## src/rtl/core/vrp_pkg.sv

```systemverilog
// shared constants, command and status types for the varispeed ring playback block
`default_nettype none
package vrp_pkg;

    localparam int BUFFER_DEPTH = 65536;
    localparam int ADDR_W       = $clog2(BUFFER_DEPTH);
    localparam int POS_W        = ADDR_W + 16;
    localparam int DIV_STEPS    = 16;

    // pi in Q2.20
    localparam logic [21:0] PI_Q20        = 22'd3294199;
    localparam logic [15:0] VSMOOTH_RESET = 16'd66;
    localparam logic [23:0] VEL_ONE       = 24'h100000;

    typedef enum logic [1:0] {
        MUL_VEL  = 2'd0,
        MUL_HERM = 2'd1,
        MUL_LP   = 2'd2
    } mul_sel_t;

    typedef enum logic [1:0] {
        HC_C2 = 2'd0,
        HC_C1 = 2'd1,
        HC_C0 = 2'd2
    } herm_sel_t;

    typedef struct packed {
        logic      accept;
        logic      rec_wr;
        logic      rd_en;
        logic [1:0] rd_off;
        logic      tap_shift;
        logic      mul_en;
        mul_sel_t  mul_sel;
        logic      vel_upd;
        logic      coef_load;
        logic      herm_add;
        herm_sel_t herm_sel;
        logic      raw_load;
        logic      div_load;
        logic      div_step;
        logic      lp_fast;
        logic      lp_slow;
        logic      pos_adv;
        logic      out_load;
    } vrp_cmd_t;

    typedef struct packed {
        logic fast;
        logic out_free;
    } vrp_stat_t;

    function automatic logic signed [15:0] sat16(input logic signed [31:0] x);
        logic signed [15:0] r;
        if (x > 32'sd32767)
        begin
            r = 16'sh7fff;
        end
        else if (x < -32'sd32768)
        begin
            r = 16'sh8000;
        end
        else
        begin
            r = x[15:0];
        end
        return r;
    endfunction

endpackage
`default_nettype wire

```

## src/rtl/core/vrp_ctrl.sv

```systemverilog
// sequencer that steps one record or play item through the datapath
`default_nettype none
module vrp_ctrl (
    input  logic               clk,
    input  logic               rst_n,
    input  logic               item_valid,
    input  logic               item_action,
    output logic               item_ready,
    input  vrp_pkg::vrp_stat_t stat,
    output vrp_pkg::vrp_cmd_t  cmd
);
    import vrp_pkg::*;

    typedef enum logic [15:0] {
        S_IDLE  = 16'h0001,
        S_REC   = 16'h0002,
        S_T0    = 16'h0004,
        S_T1    = 16'h0008,
        S_T2    = 16'h0010,
        S_T3    = 16'h0020,
        S_T4    = 16'h0040,
        S_COEF  = 16'h0080,
        S_HMUL  = 16'h0100,
        S_HADD  = 16'h0200,
        S_RAW   = 16'h0400,
        S_DIV   = 16'h0800,
        S_LPMUL = 16'h1000,
        S_LPUPD = 16'h2000,
        S_ADV   = 16'h4000,
        S_OUT   = 16'h8000
    } state_t;

    state_t     state_reg, state_next;
    logic [3:0] cnt_reg, cnt_next;

    always_ff @(posedge clk or negedge rst_n)
    begin
        if (!rst_n)
        begin
            state_reg <= S_IDLE;
            cnt_reg   <= '0;
        end
        else
        begin
            state_reg <= state_next;
            cnt_reg   <= cnt_next;
        end
    end

    always_comb
    begin
        state_next   = state_reg;
        cnt_next     = cnt_reg;
        cmd          = '0;
        cmd.mul_sel  = MUL_VEL;
        cmd.herm_sel = HC_C2;
        item_ready   = 1'b0;
        case (state_reg)
            S_IDLE:
            begin
                item_ready = 1'b1;
                if (item_valid)
                begin
                    cmd.accept = 1'b1;
                    state_next = item_action ? S_T0 : S_REC;
                end
            end
            S_REC:
            begin
                cmd.rec_wr = 1'b1;
                state_next = S_IDLE;
            end
            S_T0:
            begin
                cmd.rd_en   = 1'b1;
                cmd.rd_off  = 2'd0;
                cmd.mul_en  = 1'b1;
                cmd.mul_sel = MUL_VEL;
                state_next  = S_T1;
            end
            S_T1:
            begin
                cmd.rd_en     = 1'b1;
                cmd.rd_off    = 2'd1;
                cmd.tap_shift = 1'b1;
                cmd.vel_upd   = 1'b1;
                state_next    = S_T2;
            end
            S_T2:
            begin
                cmd.rd_en     = 1'b1;
                cmd.rd_off    = 2'd2;
                cmd.tap_shift = 1'b1;
                state_next    = S_T3;
            end
            S_T3:
            begin
                cmd.rd_en     = 1'b1;
                cmd.rd_off    = 2'd3;
                cmd.tap_shift = 1'b1;
                state_next    = S_T4;
            end
            S_T4:
            begin
                cmd.tap_shift = 1'b1;
                state_next    = S_COEF;
            end
            S_COEF:
            begin
                cmd.coef_load = 1'b1;
                cnt_next      = '0;
                state_next    = S_HMUL;
            end
            S_HMUL:
            begin
                cmd.mul_en  = 1'b1;
                cmd.mul_sel = MUL_HERM;
                state_next  = S_HADD;
            end
            S_HADD:
            begin
                cmd.herm_add = 1'b1;
                case (cnt_reg[1:0])
                    2'd0:    cmd.herm_sel = HC_C2;
                    2'd1:    cmd.herm_sel = HC_C1;
                    default: cmd.herm_sel = HC_C0;
                endcase
                if (cnt_reg[1:0] == 2'd2)
                begin
                    state_next = S_RAW;
                end
                else
                begin
                    cnt_next   = cnt_reg + 4'd1;
                    state_next = S_HMUL;
                end
            end
            S_RAW:
            begin
                cmd.raw_load = 1'b1;
                cmd.div_load = 1'b1;
                cnt_next     = '0;
                state_next   = stat.fast ? S_DIV : S_ADV;
            end
            S_DIV:
            begin
                cmd.div_step = 1'b1;
                if (cnt_reg == 4'(DIV_STEPS - 1))
                begin
                    state_next = S_LPMUL;
                end
                else
                begin
                    cnt_next = cnt_reg + 4'd1;
                end
            end
            S_LPMUL:
            begin
                cmd.mul_en  = 1'b1;
                cmd.mul_sel = MUL_LP;
                state_next  = S_LPUPD;
            end
            S_LPUPD:
            begin
                cmd.lp_fast = 1'b1;
                state_next  = S_ADV;
            end
            S_ADV:
            begin
                cmd.pos_adv = 1'b1;
                cmd.lp_slow = !stat.fast;
                state_next  = S_OUT;
            end
            S_OUT:
            begin
                if (stat.out_free)
                begin
                    cmd.out_load = 1'b1;
                    state_next   = S_IDLE;
                end
            end
            default:
            begin
                state_next = S_IDLE;
            end
        endcase
    end

endmodule
`default_nettype wire

```

## config.mk

```make
export PLATFORM = sky130hd
export DESIGN_NAME = vrp_ctrl
export DESIGN_NICKNAME = d
export VERILOG_FILES = /design/src/rtl/core/vrp_pkg.sv /design/src/rtl/core/vrp_ctrl.sv
export SDC_FILE = /design/constraint.sdc
export NUM_CORES = 1
export LEC_CHECK = 0
export ABC_CLOCK_PERIOD_IN_PS = 2400
export BUFFER_PORTS_ARGS = -buffer_cell sky130_fd_sc_hd__buf_2
export CORE_UTILIZATION = 25
export CTS_BUF_LIST = sky130_fd_sc_hd__clkbuf_8
export CTS_CLUSTER_SIZE = 14
export DETAILED_ROUTE_END_ITERATION = 16
export GPL_TIMING_DRIVEN = 0
export PLACE_DENSITY = 0.55
export SYNTH_ARGS = -nofsm -noshare
export SYNTH_HDL_FRONTEND = slang
export SYNTH_SLANG_ARGS = --single-unit
```

## constraint.sdc

```tcl
create_clock -name clk -period 2.4 [get_ports clk]
set_input_delay 0 -clock clk [delete_from_list [all_inputs] [get_ports clk]]
set_output_delay 0 -clock clk [all_outputs]
set_load 0.03 [all_outputs]
```

==> metrics.yaml, run 1 <==
outcome: "finished clean"
synth-xor-area-share_pct: 2.61
fin_tns_setup_ns: 0
hold_class: "in2reg"
route.met2.wl_um: 1350
clkTransAtPathRegs_ns: 0.08
gp_congestion: 0.832
timing.fmax_mhz: 440
antenna_cells: 0
port_buffers: 27
hold_viol: 0
dp_cells: 233
synth_area_mm2: 0.00134
largest_reg_flops: 16
htree_levels: 1
yosys_register_bits: 20
yosys.area_share.simple_pct: 39.8
grt_usage_pct: 11.3
grt_max_degree: 21
grt_overflow: 0
vias_per_cell: 4.60
ys_seq_area_share_pct: 37.4
crit_fanout: 8
drc: 0
die_h_um: 75.2
coreArea_mm2: 0.00514
rsz0062_at_grt: "false"
wl_per_cell_um: 12.4
post_dp_cell_area_mm2: 0.00156
fin_hold_ws_ns: 0.0879
dieWidth_um: 75.2
drive_above_1_share_pct: 36.0
start_kind: "register"
slowest_delay_ns: 0.58
worstPathArrival_ns: 2.28
area_delta_synth_final_pct: 27.2
synthMuxAreaShare_pct: 1.49
num_vias: 1114
layout_min_cycle_time_ns: 2.28
cts-root-buf: "clkbuf_8"
synth_top_family_by_area: "simple AND/OR/NAND/NOR gates"
pin_count: 28
synth_fa_ha_area_share_pct: 3.73
crit_type: "reg2out"
min_delay_path_depth: 3
ir_drop_mv: 0.366
dp_hpwl_um: 2300
leakage_nw: 0.885
tritoncts: "built"
clk_path_buf_depth: 2
slew_viol_final: 0
ant_nets: 0
insertion_delay_ns: 0.26
worstMarginPinSlew_ns: 0.493
dieArea_mm2: 0.00566
p_per_area_mw_per_mm2: 638
finalCritPeriodShare_pct: 94.8
finalClockSkew_ns: 0.00186
max_slew_margin_pct: 66.7
drtPass1Iterations: 4
grt_pass1_wl_um: 4790
syn_avg_cell_area_um2: 9.86
crit_slowest_cell: "or4_4"
synth_cell_types: 52
num-nets-final: 183
wl_met3_um: 168
dr.max_layer_used: "met4"
setup_violations: 0
numCtsBuffers: 3
postLayoutCellArea_mm2: 0.00171
path_cells: "buf_2 > or4_4 > nor2_4 > nand3_1 > or3b_4 > o21ai_2 > buf_2"
worstSetupEndpointType: "output pin"
yosysWarnings: 0
std_cell_rows: 26
maxCapViolations: 0
wl_met1_um: 1460
drt-initial-drc-count: 60
cts.sinks: 20
start_util_pct: 26.1
fin_cells: 242
cp.required_ns: 2.40
cp_common_cell: "buf_2"
synth_compound_area_share_pct: 10.4
syn_inst: 136
grt_pass1_vias: 1042
syn-num-nets: 146
fillers: 565
antenna_found_initial: 0
wl_um: 3000
rr_worst_depth: 7
where the power goes:
part	internal, mW	switching [mW]	total [mW]
Combinational	0.133	0.225	0.358
Clock	0.223	0.118	0.341
Sequential	0.362	0.0279	0.390
critical path, delay by kind of cell, from the launching register on:
| family | cells | cell delay, ns |
|---|---|---|
| compound gates | 1 | 0.06 |
| flops | 1 | 0.36 |
| simple gates | 4 | 1.24 |
| buf+inv | 2 | 0.36 |
final cells by class:
class | count | area (um^2) | share of cell area (%)
multi-input combinational | 103 | 798 | 46.8
sequential | 20 | 504 | 29.5
timing repair buffer | 32 | 185 | 10.9
tap | 70 | 87.6 | 5.13
inverter | 11 | 47.5 | 2.79
clock buffer | 3 | 41.3 | 2.42
clock inverter | 1 | 30.0 | 1.76
buffer | 2 | 12.5 | 0.733
cell usage after synthesis (all sizes together):
cell type	n	area share [%]
or3	2	0.93
nor3b	3	2.1
or3b	2	1.5
dfstp	1	2.0
clkinv	2	1.0
ha	4	3.7
nand2	5	1.4
o31ai	1	0.93
a31o	1	0.65
dfrtp	19	35
nand3	6	3.5
mux2i	2	1.5
xor2	3	2.0
buf	2	0.93
a21o	1	0.56
o211ai	2	1.5
o21ai	4	1.8
nand3b	2	1.1
nor4	6	4.4
nand4	6	2.8
nor3	4	1.5
o22ai	1	0.47
a211o	1	1.3
a21oi	2	1.0
nor2b	2	0.93
nand2b	7	3.5
nor4b	2	1.3
and4	3	2.0
inv	9	2.5
xnor2	1	0.65
o41ai	1	0.65
and2	5	2.5
or4	4	3.1
nor2	14	5.0
and3	5	2.3
a22oi	1	1.6
metal layers:
layer | track usage [%] | vias to the layer above
met3 | 3.35 | 2
met1 | 15.5 | 514
met4 | 1.85 | 0
met5 | 0 | -
met2 | 18.1 | 31
li1 | - | 567
timing repair:
action	in CTS	in global routing
hold buffers	4	0
resized for setup	0	6
setup buffers	0	1
endpoints found under the hold margin	23	0
setup endpoints to repair	0	6
cell usage in the layout, fill, tap and decap left out, types with 2 or more instances in the layout:
cell and count:
and2_1 4, and3_1 5, and4_1 3, buf_2 27, buf_4 2, clkbuf_8 3, dfrtp_1 17, dfrtp_2 2
dlygate4sd3_1 4, ha_1 4, inv_1 9, mux2i_1 2, nand2_1 5, nand2b_1 6, nand3_1 4, nand3b_1 2
nand4_1 6, nor2_1 12, nor2_4 2, nor2b_1 2, nor3_1 4, nor3b_1 2, nor4_1 3, nor4_4 2
nor4b_1 2, o21ai_0 2, or3_1 2, or4_4 4, xor2_1 3
cell families after synthesis:
family,after synthesis
XOR/XNOR,4
buffers and inverters,13
flip-flops,20
AO/OA/AOI/OAI,15
multiplexers,2
adder cells (fa/ha/maj),4
AND/OR/NAND/NOR,78
metrics by stage:
| step | utilization [%] | total power, mW | worst slack, ns |
|---|---|---|---|
| finish | 33.2 | 1.09 | 0.125 |
| global route | 33.2 | 1.15 | 0.0106 |
| global placement | 30.4 | 0.735 | 0.327 |
| floorplan | - | 0.652 | 0.148 |
| CTS | 32.6 | 1.09 | 0.0295 |
| detailed placement | 30.4 | 0.738 | 0.330 |
path summary, 6_finish.rpt:
path / slack [ns] / from / endpoint
setup / recovery: 0.12 / state_reg[8]$_DFFE_PN0P_ / cmd[16]
hold / removal: 0.09 / stat[0] / state_reg[15]$_DFFE_PN0P_
setup reg to reg: 0.33 / state_reg[2]$_DFFE_PN0P_ / cnt_reg[2]$_DFFE_PN0P_
hold reg to reg: 0.51 / cnt_reg[2]$_DFFE_PN0P_ / cnt_reg[2]$_DFFE_PN0P_
max in group asynchronous: 1.82 / rst_n / state_reg[4]$_DFFE_PN0P_
min in group asynchronous: 0.22 / rst_n / cnt_reg[0]$_DFFE_PN0P_
No activity file was read; power rests on OpenSTA's default activity.
==> run 2: changes to the inputs <==
CORE_ASPECT_RATIO = 1.4   (was default)
==> run 2 against run 1 <==
Combinational power hardly changed. Maximum frequency is 0.61% lower. Core utilization is 0.097 points lower. Power hardly changed. First-iteration DRC count is 50% lower. Worst setup slack worse by 0.014 ns. Via count is 1.8% higher. Largest cell class unchanged.
==> metrics.yaml, run 2 (synthesized netlist as in run 1, its figures left out) <==
outcome: "finished clean"  # unchanged
finalClockSkew_ns: 0.00668  # was 0.00186 ns
crit_fanout: 8  # unchanged
grt_pass1_vias: 1105  # was 1042
max_slew_margin_pct: 66.0  # was 66.7%
die_h_um: 88.7  # was 75.2 um
final_util_pct: 33.1  # was 33.2%
ir_drop_mv: 0.337  # was 0.366 mV
start_kind: "register"  # unchanged
hold_class: "in2reg"  # unchanged
std_cell_rows: 31  # was 26
dp_hpwl_um: 2370  # was 2300 um
gp_congestion: 0.768  # was 0.832
cts.sinks: 20  # unchanged
cp.required_ns: 2.40  # about the same
crit_slowest_cell: "or4_4"  # unchanged
final_cell_mix: "buf_2 (27), dfrtp_1 (17), nor2_1 (12)"  # unchanged
worstMarginPinSlew_ns: 0.503  # was 0.493 ns
timing.fmax_mhz: 437  # was 440 MHz
drtPass1Iterations: 4  # unchanged
fin_cells: 238  # was 242
dieWidth_um: 63.9  # was 75.2 um
slowest_delay_ns: 0.58  # about the same
wl_um: 3030  # was 3000 um
worstSetupEndpointType: "output pin"  # unchanged
drc: 0  # unchanged
setup_violations: 0  # unchanged
critPathTopFamily: "simple AND/OR/NAND/NOR gates"  # unchanged
fin_tns_setup_ns: 0  # unchanged
fin_hold_ws_ns: 0.0417  # was 0.0879 ns
insertion_delay_ns: 0.26  # about the same
mostFrequentLayoutCell: "buf_2"  # unchanged
antenna_cells: 0  # unchanged
dp_cells: 229  # was 233
grt_pass1_wl_um: 5090  # was 4790 um
hold_viol: 0  # unchanged
dieArea_mm2: 0.00567  # was 0.00566 mm^2
crit_type: "reg2out"  # unchanged
layout_min_cycle_time_ns: 2.29  # was 2.28 ns
wl_per_cell_um: 12.7  # was 12.4 um
cts-root-buf: "clkbuf_8"  # unchanged
finalCritPeriodShare_pct: 95.4  # was 94.8%
drive_above_1_share_pct: 36.6  # was 36.0%
tritoncts: "built"  # unchanged
slew_viol_final: 0  # unchanged
min_delay_path_depth: 3  # unchanged
coreArea_mm2: 0.00516  # was 0.00514 mm^2
cp_common_cell: "buf_2"  # unchanged
antenna_found_initial: 0  # unchanged
pin_count: 28  # unchanged
grt_max_degree: 21  # unchanged
vias_per_cell: 4.76  # was 4.60
numCtsBuffers: 3  # unchanged
ant_nets: 0  # unchanged
area_delta_synth_final_pct: 27.3  # was 27.2%
clkTransAtPathRegs_ns: 0.08  # about the same
port_buffers: 27  # unchanged
drt-initial-drc-count: 30  # was 60
clk_path_buf_depth: 2  # unchanged
leakage_nw: 0.886  # was 0.885 nW
rr_worst_depth: 7  # unchanged
htree_levels: 1  # unchanged
p_total_mw: 1.09  # about the same
path_buf_inv: 2  # unchanged
rsz0062_at_grt: "false"  # unchanged
p_per_area_mw_per_mm2: 637  # was 638 mW/mm^2
maxCapViolations: 0  # unchanged
num_vias: 1134  # was 1114
worst-path-stages: 7  # unchanged
grt_overflow: 0  # unchanged
num-nets-final: 183  # unchanged
start_util_pct: 26.0  # was 26.1%
path_cells: "buf_2 > or4_4 > nor2_4 > nand3_1 > or3b_4 > nand2_1 > buf_2"  # was buf_2 > or4_4 > nor2_4 > nand3_1 > or3b_4 > o21ai_2 > buf_2
grt_usage_pct: 11.6  # was 11.3%
largest_reg_flops: 16  # unchanged
worstPathArrival_ns: 2.29  # was 2.28 ns
## run 2: worst register-to-register path: stages, from the launching register on
cell and delay [ns]:
dfrtp_1 0.45, or4_4 0.62, nor2_4 0.21, nand3_2 0.11, clkinv_2 0.12, a211o_4 0.14
and2_4 0.16, mux2i_1 0.18
## run 2: final cells by class
type	instances	area, um^2
Clock inverter	1	30.0
Tap cell	66	82.6
Timing Repair Buffer	32	185
Buffer	2	12.5
Clock buffer	3	41.3
Inverter	11	47.5
Sequential cell	20	504
Multi-Input combinational cell	103	805
Fill cell	538	3450
## run 2: where the power goes
part / leakage [nW] / switching [mW] / total [mW] / internal [mW]
Combinational: 0.579 / 0.227 / 0.360 / 0.133
Clock: 0.0357 / 0.118 / 0.340 / 0.223
Sequential: 0.272 / 0.0260 / 0.388 / 0.362
Total: 0.886 / 0.371 / 1.09 / 0.718
## run 2: final timing paths
kind                                                  end  slack, ns                      from
worst max register to register     cnt_reg[1]$_DFFE_PN0P_       0.34  state_reg[2]$_DFFE_PN0P_
max in group asynchronous        state_reg[0]$_DFFE_PN1P_       1.84                     rst_n
worst min-delay path            state_reg[15]$_DFFE_PN0P_       0.04                   stat[0]
worst max-delay path                              cmd[15]       0.11  state_reg[8]$_DFFE_PN0P_
worst min register to register     cnt_reg[2]$_DFFE_PN0P_       0.50    cnt_reg[2]$_DFFE_PN0P_
min in group asynchronous        state_reg[6]$_DFFE_PN0P_       0.22                     rst_n
## run 2: what timing repair did
item	4_1_cts	5_1_grt
hold endpoints to repair	24	0
setup buffers	0	1
resized for setup	0	7
hold buffers	4	0
endpoints found under the setup margin	0	7
## run 2: per-stage QoR
| step | setup WS [ns] | instance area (um^2) |
|---|---|---|
| after floorplan | 0.148 | 1340 |
| after global placement | 0.328 | 1560 |
| after detailed placement | 0.313 | 1560 |
| after CTS | 0.00810 | 1670 |
| after global routing | 0.0240 | 1710 |
| final | 0.111 | 1710 |
## run 2: metal layers
metal | global-route usage, % | share of wire [%] | up-vias
met5 | 0 | 0 | -
met4 | 6.20 | 2.4 | 0
met3 | 1.93 | 3.1 | 7
met2 | 20.6 | 52 | 20
met1 | 13.4 | 43 | 545
li1 | - | - | 562
